`config.mk`:
```
export PLATFORM = sky130hd
export DESIGN_NAME = gcd_lcm_unit_core
export DESIGN_NICKNAME = d
export VERILOG_FILES = /design/src/rtl/core/glu_pkg.sv /design/src/rtl/core/glu_front.sv /design/src/rtl/core/glu_back.sv /design/src/rtl/core/gcd_lcm_unit_core.sv
export SDC_FILE = /design/constraint.sdc
export NUM_CORES = 2
export LEC_CHECK = 0
export CAP_MARGIN = 20
export CORE_UTILIZATION = 28
export CTS_BUF_LIST = sky130_fd_sc_hd__clkbuf_8
export CTS_CLUSTER_SIZE = 14
export DETAILED_ROUTE_END_ITERATION = 8
export DONT_BUFFER_PORTS = 1
export GPL_ROUTABILITY_DRIVEN = 0
export HOLD_SLACK_MARGIN = 0.12
export PLACE_DENSITY = 0.37
export SYNTH_ARGS = -nofsm -noshare
export SYNTH_HDL_FRONTEND = slang
export SYNTH_SLANG_ARGS = --single-unit
export TNS_END_PERCENT = 20
```
`constraint.sdc`:
```
create_clock -name clk -period 11 [get_ports clk]
set_input_delay 0 -clock clk [delete_from_list [all_inputs] [get_ports clk]]
set_output_delay 0 -clock clk [all_outputs]
set_load 0.05 [all_outputs]
```
`src/rtl/core/glu_pkg.sv`:
```
// Shared types, widths and codes for the gcd / lcm unit.
`default_nettype none

package glu_pkg;

  // Operand width used by the datapath; the port fields keep their own width.
  localparam int VALUE_WIDTH  = 31;
  localparam int FIELD_WIDTH  = 31;
  localparam int RESULT_WIDTH = 62;
  localparam int SHIFT_WIDTH  = $clog2(VALUE_WIDTH);
  localparam int PROD_WIDTH   = 2 * VALUE_WIDTH;

  // Job queue between front and back
  localparam int QUEUE_DEPTH = 2;
  localparam int QPTR_WIDTH  = (QUEUE_DEPTH > 1) ? $clog2(QUEUE_DEPTH) : 1;
  localparam int QCNT_WIDTH  = $clog2(QUEUE_DEPTH + 1);

  // Operation codes
  localparam logic ACT_GCD = 1'b0;
  localparam logic ACT_LCM = 1'b1;

  typedef struct packed {
    logic                   action;
    logic [FIELD_WIDTH-1:0] first_value;
    logic [FIELD_WIDTH-1:0] second_value;
  } glu_in_t;

  typedef struct packed {
    logic [RESULT_WIDTH-1:0] result_value;
    logic                    operand_zero;
  } glu_out_t;

  // Classified job handed from front to back
  typedef struct packed {
    logic                   action;
    logic                   operand_zero;
    logic [VALUE_WIDTH-1:0] op_a;
    logic [VALUE_WIDTH-1:0] op_b;
  } glu_job_t;

  typedef enum logic [2:0] {
    BK_IDLE,
    BK_GCD,
    BK_DIV,
    BK_MUL,
    BK_FIN
  } glu_state_t;

endpackage

`default_nettype wire

```
`src/rtl/core/glu_front.sv`:
```
// Front end: accepts input beats, masks and classifies operands, queues jobs.
`default_nettype none

module glu_front (
  input  wire                logic clk,
  input  wire                logic rst_n,
  input  wire                logic in_valid,
  output logic               in_ready,
  input  glu_pkg::glu_in_t   in_data,
  output logic               job_valid,
  input  wire                logic job_ready,
  output glu_pkg::glu_job_t  job_data
);
  import glu_pkg::*;

  glu_job_t               q_r [QUEUE_DEPTH];
  logic [QPTR_WIDTH-1:0]  wr_ptr_r, wr_ptr_nxt;
  logic [QPTR_WIDTH-1:0]  rd_ptr_r, rd_ptr_nxt;
  logic [QCNT_WIDTH-1:0]  count_r, count_nxt;
  glu_job_t               new_job;
  logic                   push, pop;

  // Mask operands to the datapath width and flag a zero operand
  always_comb begin
    new_job.action       = in_data.action;
    new_job.op_a         = VALUE_WIDTH'(in_data.first_value);
    new_job.op_b         = VALUE_WIDTH'(in_data.second_value);
    new_job.operand_zero = (new_job.op_a == '0) || (new_job.op_b == '0);
  end

  assign in_ready  = (count_r != QCNT_WIDTH'(QUEUE_DEPTH));
  assign job_valid = (count_r != '0);
  assign job_data  = q_r[rd_ptr_r];
  assign push      = in_valid && in_ready;
  assign pop       = job_valid && job_ready;

  // Advance pointers and fill count
  always_comb begin
    wr_ptr_nxt = wr_ptr_r;
    rd_ptr_nxt = rd_ptr_r;
    count_nxt  = count_r;
    if (push) begin
      wr_ptr_nxt = (wr_ptr_r == QPTR_WIDTH'(QUEUE_DEPTH - 1)) ? '0
                                                               : wr_ptr_r + QPTR_WIDTH'(1);
    end
    if (pop) begin
      rd_ptr_nxt = (rd_ptr_r == QPTR_WIDTH'(QUEUE_DEPTH - 1)) ? '0
                                                               : rd_ptr_r + QPTR_WIDTH'(1);
    end
    if (push && !pop) begin
      count_nxt = count_r + QCNT_WIDTH'(1);
    end else if (pop && !push) begin
      count_nxt = count_r - QCNT_WIDTH'(1);
    end
  end

  always_ff @(posedge clk) begin
    if (!rst_n) begin
      wr_ptr_r <= '0;
      rd_ptr_r <= '0;
      count_r  <= '0;
    end else begin
      wr_ptr_r <= wr_ptr_nxt;
      rd_ptr_r <= rd_ptr_nxt;
      count_r  <= count_nxt;
    end
  end

  // Store the incoming job
  always_ff @(posedge clk) begin
    if (push) begin
      q_r[wr_ptr_r] <= new_job;
    end
  end

endmodule

`default_nettype wire

```
`src/rtl/core/glu_back.sv`:
```
// Back end: binary gcd, restoring divide and multiply for lcm, output register.
`default_nettype none

module glu_back (
  input  wire                logic clk,
  input  wire                logic rst_n,
  input  wire                logic job_valid,
  output logic               job_ready,
  input  glu_pkg::glu_job_t  job_data,
  output logic               out_valid,
  input  wire                logic out_ready,
  output glu_pkg::glu_out_t  out_data
);
  import glu_pkg::*;

  glu_state_t              state_r, state_nxt;
  logic [VALUE_WIDTH-1:0]  a_r, a_nxt;
  logic [VALUE_WIDTH-1:0]  b_r, b_nxt;
  logic [VALUE_WIDTH-1:0]  orig_a_r, orig_a_nxt;
  logic [VALUE_WIDTH-1:0]  orig_b_r, orig_b_nxt;
  logic [SHIFT_WIDTH-1:0]  k_r, k_nxt;
  logic [VALUE_WIDTH-1:0]  g_r, g_nxt;
  logic [VALUE_WIDTH-1:0]  rem_r, rem_nxt;
  logic [VALUE_WIDTH-1:0]  quot_r, quot_nxt;
  logic [SHIFT_WIDTH-1:0]  cnt_r, cnt_nxt;
  logic                    op_r, op_nxt;
  logic                    zero_r, zero_nxt;
  logic [RESULT_WIDTH-1:0] res_r, res_nxt;
  logic                    out_valid_r, out_valid_nxt;
  glu_out_t                out_data_r, out_data_nxt;

  logic [VALUE_WIDTH-1:0]  gcd_w;
  logic [VALUE_WIDTH:0]    rem_sh;
  logic                    q_bit;
  logic [PROD_WIDTH-1:0]   prod;

  assign gcd_w  = a_r << k_r;
  assign rem_sh = {rem_r, quot_r[VALUE_WIDTH-1]};
  assign q_bit  = (rem_sh >= {1'b0, g_r});
  assign prod   = PROD_WIDTH'(quot_r) * PROD_WIDTH'(orig_b_r);

  assign job_ready = (state_r == BK_IDLE);
  assign out_valid = out_valid_r;
  assign out_data  = out_data_r;

  // Sequencer: next state and datapath updates
  always_comb begin
    state_nxt     = state_r;
    a_nxt         = a_r;
    b_nxt         = b_r;
    orig_a_nxt    = orig_a_r;
    orig_b_nxt    = orig_b_r;
    k_nxt         = k_r;
    g_nxt         = g_r;
    rem_nxt       = rem_r;
    quot_nxt      = quot_r;
    cnt_nxt       = cnt_r;
    op_nxt        = op_r;
    zero_nxt      = zero_r;
    res_nxt       = res_r;
    out_valid_nxt = out_valid_r && !out_ready;
    out_data_nxt  = out_data_r;

    unique case (state_r)
      BK_IDLE: begin
        if (job_valid) begin
          a_nxt      = job_data.op_a;
          b_nxt      = job_data.op_b;
          orig_a_nxt = job_data.op_a;
          orig_b_nxt = job_data.op_b;
          op_nxt     = job_data.action;
          zero_nxt   = job_data.operand_zero;
          k_nxt      = '0;
          if (job_data.operand_zero) begin
            res_nxt   = '0;
            state_nxt = BK_FIN;
          end else begin
            state_nxt = BK_GCD;
          end
        end
      end

      BK_GCD: begin
        if (a_r == b_r) begin
          g_nxt = gcd_w;
          if (op_r == ACT_LCM) begin
            rem_nxt   = '0;
            quot_nxt  = orig_a_r;
            cnt_nxt   = SHIFT_WIDTH'(VALUE_WIDTH - 1);
            state_nxt = BK_DIV;
          end else begin
            res_nxt   = RESULT_WIDTH'(gcd_w);
            state_nxt = BK_FIN;
          end
        end else if (!a_r[0] && !b_r[0]) begin
          // both even: pull out a common factor of two
          a_nxt = a_r >> 1;
          b_nxt = b_r >> 1;
          k_nxt = k_r + SHIFT_WIDTH'(1);
        end else if (!a_r[0]) begin
          a_nxt = a_r >> 1;
        end else if (!b_r[0]) begin
          b_nxt = b_r >> 1;
        end else if (a_r > b_r) begin
          a_nxt = a_r - b_r;
        end else begin
          b_nxt = b_r - a_r;
        end
      end

      BK_DIV: begin
        // one quotient bit per cycle: orig_a / g
        rem_nxt  = q_bit ? VALUE_WIDTH'(rem_sh - {1'b0, g_r}) : rem_sh[VALUE_WIDTH-1:0];
        quot_nxt = {quot_r[VALUE_WIDTH-2:0], q_bit};
        if (cnt_r == '0) begin
          state_nxt = BK_MUL;
        end else begin
          cnt_nxt = cnt_r - SHIFT_WIDTH'(1);
        end
      end

      BK_MUL: begin
        res_nxt   = RESULT_WIDTH'(prod);
        state_nxt = BK_FIN;
      end

      BK_FIN: begin
        // hold until the output register is free
        if (!out_valid_r || out_ready) begin
          out_data_nxt.result_value = res_r;
          out_data_nxt.operand_zero = zero_r;
          out_valid_nxt             = 1'b1;
          state_nxt                 = BK_IDLE;
        end
      end

      default: begin
        state_nxt = BK_IDLE;
      end
    endcase
  end

  always_ff @(posedge clk) begin
    if (!rst_n) begin
      state_r     <= BK_IDLE;
      out_valid_r <= 1'b0;
    end else begin
      state_r     <= state_nxt;
      out_valid_r <= out_valid_nxt;
    end
  end

  always_ff @(posedge clk) begin
    a_r        <= a_nxt;
    b_r        <= b_nxt;
    orig_a_r   <= orig_a_nxt;
    orig_b_r   <= orig_b_nxt;
    k_r        <= k_nxt;
    g_r        <= g_nxt;
    rem_r      <= rem_nxt;
    quot_r     <= quot_nxt;
    cnt_r      <= cnt_nxt;
    op_r       <= op_nxt;
    zero_r     <= zero_nxt;
    res_r      <= res_nxt;
    out_data_r <= out_data_nxt;
  end

  // gcd reduction never drives an operand to zero
  a_gcd_nonzero: assert property (@(posedge clk) disable iff (!rst_n)
    (state_r == BK_GCD) |-> (a_r != '0) && (b_r != '0))
    else $error("gcd operand reached zero");

  // divisor is a valid gcd during division
  a_div_nonzero: assert property (@(posedge clk) disable iff (!rst_n)
    (state_r == BK_DIV) |-> (g_r != '0))
    else $error("divide by zero gcd");

  // zero-operand jobs finish with a zero result
  a_zero_result: assert property (@(posedge clk) disable iff (!rst_n)
    (state_r == BK_FIN) && zero_r |-> (res_r == '0))
    else $error("zero operand gave nonzero result");

  // a taken job leaves idle on the next cycle
  a_job_taken: assert property (@(posedge clk) disable iff (!rst_n)
    (state_r == BK_IDLE) && job_valid |=> (state_r != BK_IDLE))
    else $error("accepted job not started");

endmodule

`default_nettype wire

```
`src/rtl/core/gcd_lcm_unit_core.sv`:
```
// Top level of the gcd / lcm unit: front end, job queue and back end.
//
// Usage:
//   in_valid / in_ready / in_data carry one beat per job: an action bit
//   (0 = gcd, 1 = lcm) and two unsigned operands. out_valid / out_ready /
//   out_data return one beat per job, in order: the gcd or exact lcm and
//   an operand_zero flag (result 0 when either operand is zero).
// Flow: a beat is written into the job queue, the back end loads the
//   job, then the binary gcd takes one halving or subtract step at a
//   time and ends with a final compare. An lcm adds a restoring
//   division and a multiply step. BK_FIN then moves the result into
//   the output register once it is free. A zero operand skips the
//   arithmetic.
// Back end: one job at a time; job time is set by the gcd step loop
//   and the one-bit-per-cycle divider.
// Reset: rst_n low empties the two-entry job queue, idles the back end
//   and drops out_valid.
// Stall: a held out_ready keeps the result in the output register; the
//   back end waits with the next result and the queue still takes beats
//   until it is full, then in_ready falls.
`default_nettype none

module gcd_lcm_unit_core (
  input  wire               logic clk,
  input  wire               logic rst_n,
  input  wire               logic in_valid,
  output logic              in_ready,
  input  glu_pkg::glu_in_t  in_data,
  output logic              out_valid,
  input  wire               logic out_ready,
  output glu_pkg::glu_out_t out_data
);
  import glu_pkg::*;

  logic     job_valid;
  logic     job_ready;
  glu_job_t job_data;

  glu_front u_front (
    .clk       (clk),
    .rst_n     (rst_n),
    .in_valid  (in_valid),
    .in_ready  (in_ready),
    .in_data   (in_data),
    .job_valid (job_valid),
    .job_ready (job_ready),
    .job_data  (job_data)
  );

  glu_back u_back (
    .clk       (clk),
    .rst_n     (rst_n),
    .job_valid (job_valid),
    .job_ready (job_ready),
    .job_data  (job_data),
    .out_valid (out_valid),
    .out_ready (out_ready),
    .out_data  (out_data)
  );

endmodule

`default_nettype wire

```
==> flow_metrics.env <==
export IMPL_timing_rr_end="u_back.res_r[52]"
export IMPL_ys_types=81
export IMPL_drtIter0Drc=2436
export IMPL_core_region_area_sq_mm=0.200
export IMPL_clk_pin_slew_worst_paths_ns=0.06
export IMPL_drive_gt1_frac=0.0673
export IMPL_critical_path_required_ns=11.56
export IMPL_worstHoldPathType="in -> reg"
export IMPL_synthesis_area_sq_mm=0.0564
export IMPL_slew_viol_final=0
export IMPL_vias=39667
export IMPL_numPortBuffers=0
export IMPL_critPathKind="reg -> reg"
export IMPL_fmax_mhz=111
export IMPL_first_pass_iters=7
export IMPL_grt_max_degree=97
export IMPL_syn_num_nets=6876
export IMPL_design_die_area_sq_mm=0.203
export IMPL_fin_nets=6879
export IMPL_die_y_um=451
export IMPL_final_setup_tns_ns=0
export IMPL_cap_violations=0
export IMPL_yosys_area_top_type_share=0.298
export IMPL_postRouteAntennaNets=0
export IMPL_regArea_sq_mm=0.0147
export IMPL_post_route_period_util=0.820
export IMPL_post_cts_resized=0
export IMPL_hp_start="in_valid"
export IMPL_ys_warnings_count=0
export IMPL_synth_fa_ha_area_frac=0.376
export IMPL_skew_ns=0.0944
export IMPL_fillers=20994
export IMPL_h_tree_depth=3
export IMPL_pin_count=132
export IMPL_initial_utilization=0.282
export IMPL_synthSimpleGateAreaFrac=0.148
export IMPL_r2r_start="u_back.quot_r[9]"
export IMPL_async_reset_ff_frac=0
export IMPL_grt_usage=0.196
export IMPL_ys_ff_latch=491
export IMPL_setup_viol=0
export IMPL_clkSinkCount=491
export IMPL_wl_um=198000
export IMPL_path_max_fanout=18
export IMPL_final_common_cell="inv_1"
export IMPL_synth_seq_area_share=0.260
export IMPL_ff2ff_path_depth=26
export IMPL_clk_latency_ns=0.88
export IMPL_gr_total_overflow=0
export IMPL_antenna_found_initial=14
export IMPL_status="finished, violations left"
export IMPL_tritoncts="done"
export IMPL_reg2reg_slack_ns=1.98
export IMPL_syn_to_final_growth_pct=10.7
export IMPL_cp_end_kind="flop"
export IMPL_synth_compound_area_frac=0.0766
export IMPL_grt_pass1_wl_um=294000
export IMPL_start_kind="flop"
export IMPL_synthCells=5617
export IMPL_synth_top_family_by_area="adder cells"
export IMPL_numCtsBuffers=92
export IMPL_maxSlewHeadroom=0.277
export IMPL_rsz0062_at_grt="false"
export IMPL_wl_per_cell_um=23.7
export IMPL_whs_path_depth=2
export IMPL_synthXorXnorAreaFrac=0.0213
export IMPL_grt_pass1_vias=42878
export IMPL_synth_area_top_cells="fa_1 (30%), edfxtp_1 (26%), ha_1 (7.8%), inv_1 (6.1%), and2_1 (5.7%)"
export IMPL_violations="DRC"
export IMPL_multi_input_area_sq_mm=0.0370
export IMPL_yosysTopAreaCell="fa_1"
export IMPL_hold_viol=0
export IMPL_viasPerCell=4.75
export IMPL_final_cell_mix="inv_1 (931), fa_1 (840), nand2_1 (707), and2_1 (517), edfxtp_1 (482)"
export IMPL_clk_path_buf_depth=3
export IMPL_syn_area_per_cell_sq_um=10.0
export IMPL_synthFlopType="edfxtp_1"
export IMPL_rows=164
export IMPL_drc=24
export IMPL_hold_path_end="u_front.q_r[1][62]"
export IMPL_muxShareOfSynthArea=0.0334
export IMPL_hpwl_um=155000
export IMPL_worst_slew_pin_slew_ns=1.08
export IMPL_die_x_um=451
export IMPL_clock_root_buffer="clkbuf_8"
export IMPL_period_minus_slack_ns=9.02
export IMPL_worstPathArrival_ns=9.59
export IMPL_synth_edf_count=482
per-layer routing:
metal | global-route usage | wire length (um) | vias to the layer above
li1 | - | - | 17954
met1 | 0.279 | 94200 | 20659
met2 | 0.315 | 91100 | 881
met3 | 0.0254 | 8760 | 173
met4 | 0.0427 | 4020 | 0
met5 | 0 | 0 | -
what timing repair did:
action,in CTS,in global routing
hold buffers,134,0
setup endpoints to repair,0,0
endpoints found under the hold margin,274,0
setup buffers,0,0
flip-flops by register name, indices dropped and copies added (netlist names), 31 cells and up, named ones only:
| name | count |
|---|---|
| u_back.res_r | 62 |
| u_back.g_r | 31 |
| u_back.rem_r | 31 |
| u_back.out_data | 63 |
| u_back.quot_r | 31 |
| u_back.a_r | 31 |
| u_front.q_r | 128 |
| u_back.orig_b_r | 31 |
| u_back.b_r | 31 |
| u_back.orig_a_r | 31 |
final cells by class:
cell class,count,share of cell area
diodes,7,0.000281
flip-flops and latches,491,0.235
clock buffers,92,0.0203
inverters,911,0.0548
clock inverters,71,0.00814
multi-input cells,3881,0.593
well taps,2656,0.0533
repair buffers,243,0.0348
cells by family (layout without fill, tap and decap cells):
kind of cell,Yosys count,count (layout)
mux,158,158
xor+xnor,137,137
buf+inv,1245,1317
fa+ha+maj,1192,1192
compound gates,668,668
flops,491,491
simple gates,1726,1726
other cells,0,7
cell usage after synthesis (6+ instances only):
master	instances
a211oi_1	18
a21boi_0	10
a21o_1	88
a21oi_1	206
a221oi_1	37
a31oi_1	23
a41oi_1	6
and2_1	518
and3_1	15
buf_1	11
buf_2	18
buf_4	6
buf_6	6
clkbuf_1	293
dfxtp_1	9
edfxtp_1	482
fa_1	840
ha_1	352
inv_1	909
mux2_2	79
mux2i_1	63
mux4_2	16
nand2_1	709
nand2b_1	27
nand3_1	48
nand4_1	39
nor2_1	258
nor2b_1	17
nor3_1	34
nor3b_1	7
nor4_1	19
o211ai_1	11
o21a_1	16
o21ai_0	120
o21bai_1	35
o22ai_1	28
o31a_1	6
o31ai_1	8
or2_2	9
or3_1	8
xnor2_1	88
xor2_1	49
how the worst max path moves through the flow:
stage | from | cells past startpoint | endpoint
after global placement | u_back.quot_r[9] | 26 | u_back.res_r[58]
after CTS | u_back.quot_r[9] | 26 | u_back.res_r[58]
final | u_back.quot_r[9] | 26 | u_back.res_r[52]
after global routing | u_back.orig_b_r[7] | 23 | u_back.res_r[60]
after detailed placement | u_back.quot_r[9] | 26 | u_back.res_r[58]
after floorplan | u_front.count_r[0] | 6 | u_back.b_r[10]
through the flow:
step	hold slack (ns)	util	worst slack [ns]	instances	area, sq um
final	0.227	0.312	1.98	8352	62400
after global routing	0.221	0.312	1.65	8349	62400
after CTS	0.166	0.312	1.96	8345	62400
after detailed placement	0.0990	0.296	2.01	8048	59300
after global placement	0.0990	0.296	2.08	8046	59200
after floorplan	0.0989	-	2.09	5617	56400
critical path, stage by stage (launching register included):
cell and delay (ns):
edfxtp_1 1.06, buf_4 0.32, nand2_1 0.09, fa_1 0.45
inv_1 0.07, fa_1 0.44, fa_1 0.58, inv_1 0.07
fa_1 0.48, inv_1 0.06, fa_1 0.50, inv_1 0.06
fa_1 0.52, inv_1 0.05, fa_1 0.49, fa_1 0.42
ha_1 0.35, and2_1 0.21, nor2b_1 0.17, a21o_1 0.21
a221oi_1 0.36, a211oi_1 0.17, o211ai_1 0.68, and2_1 0.29
o21ai_0 0.21, a311oi_1 0.33, nor3_1 0.08
Power is left out: the tool's default activity adds up to more than one toggle a clock period on the data nets, which glitch-free logic cannot reach.
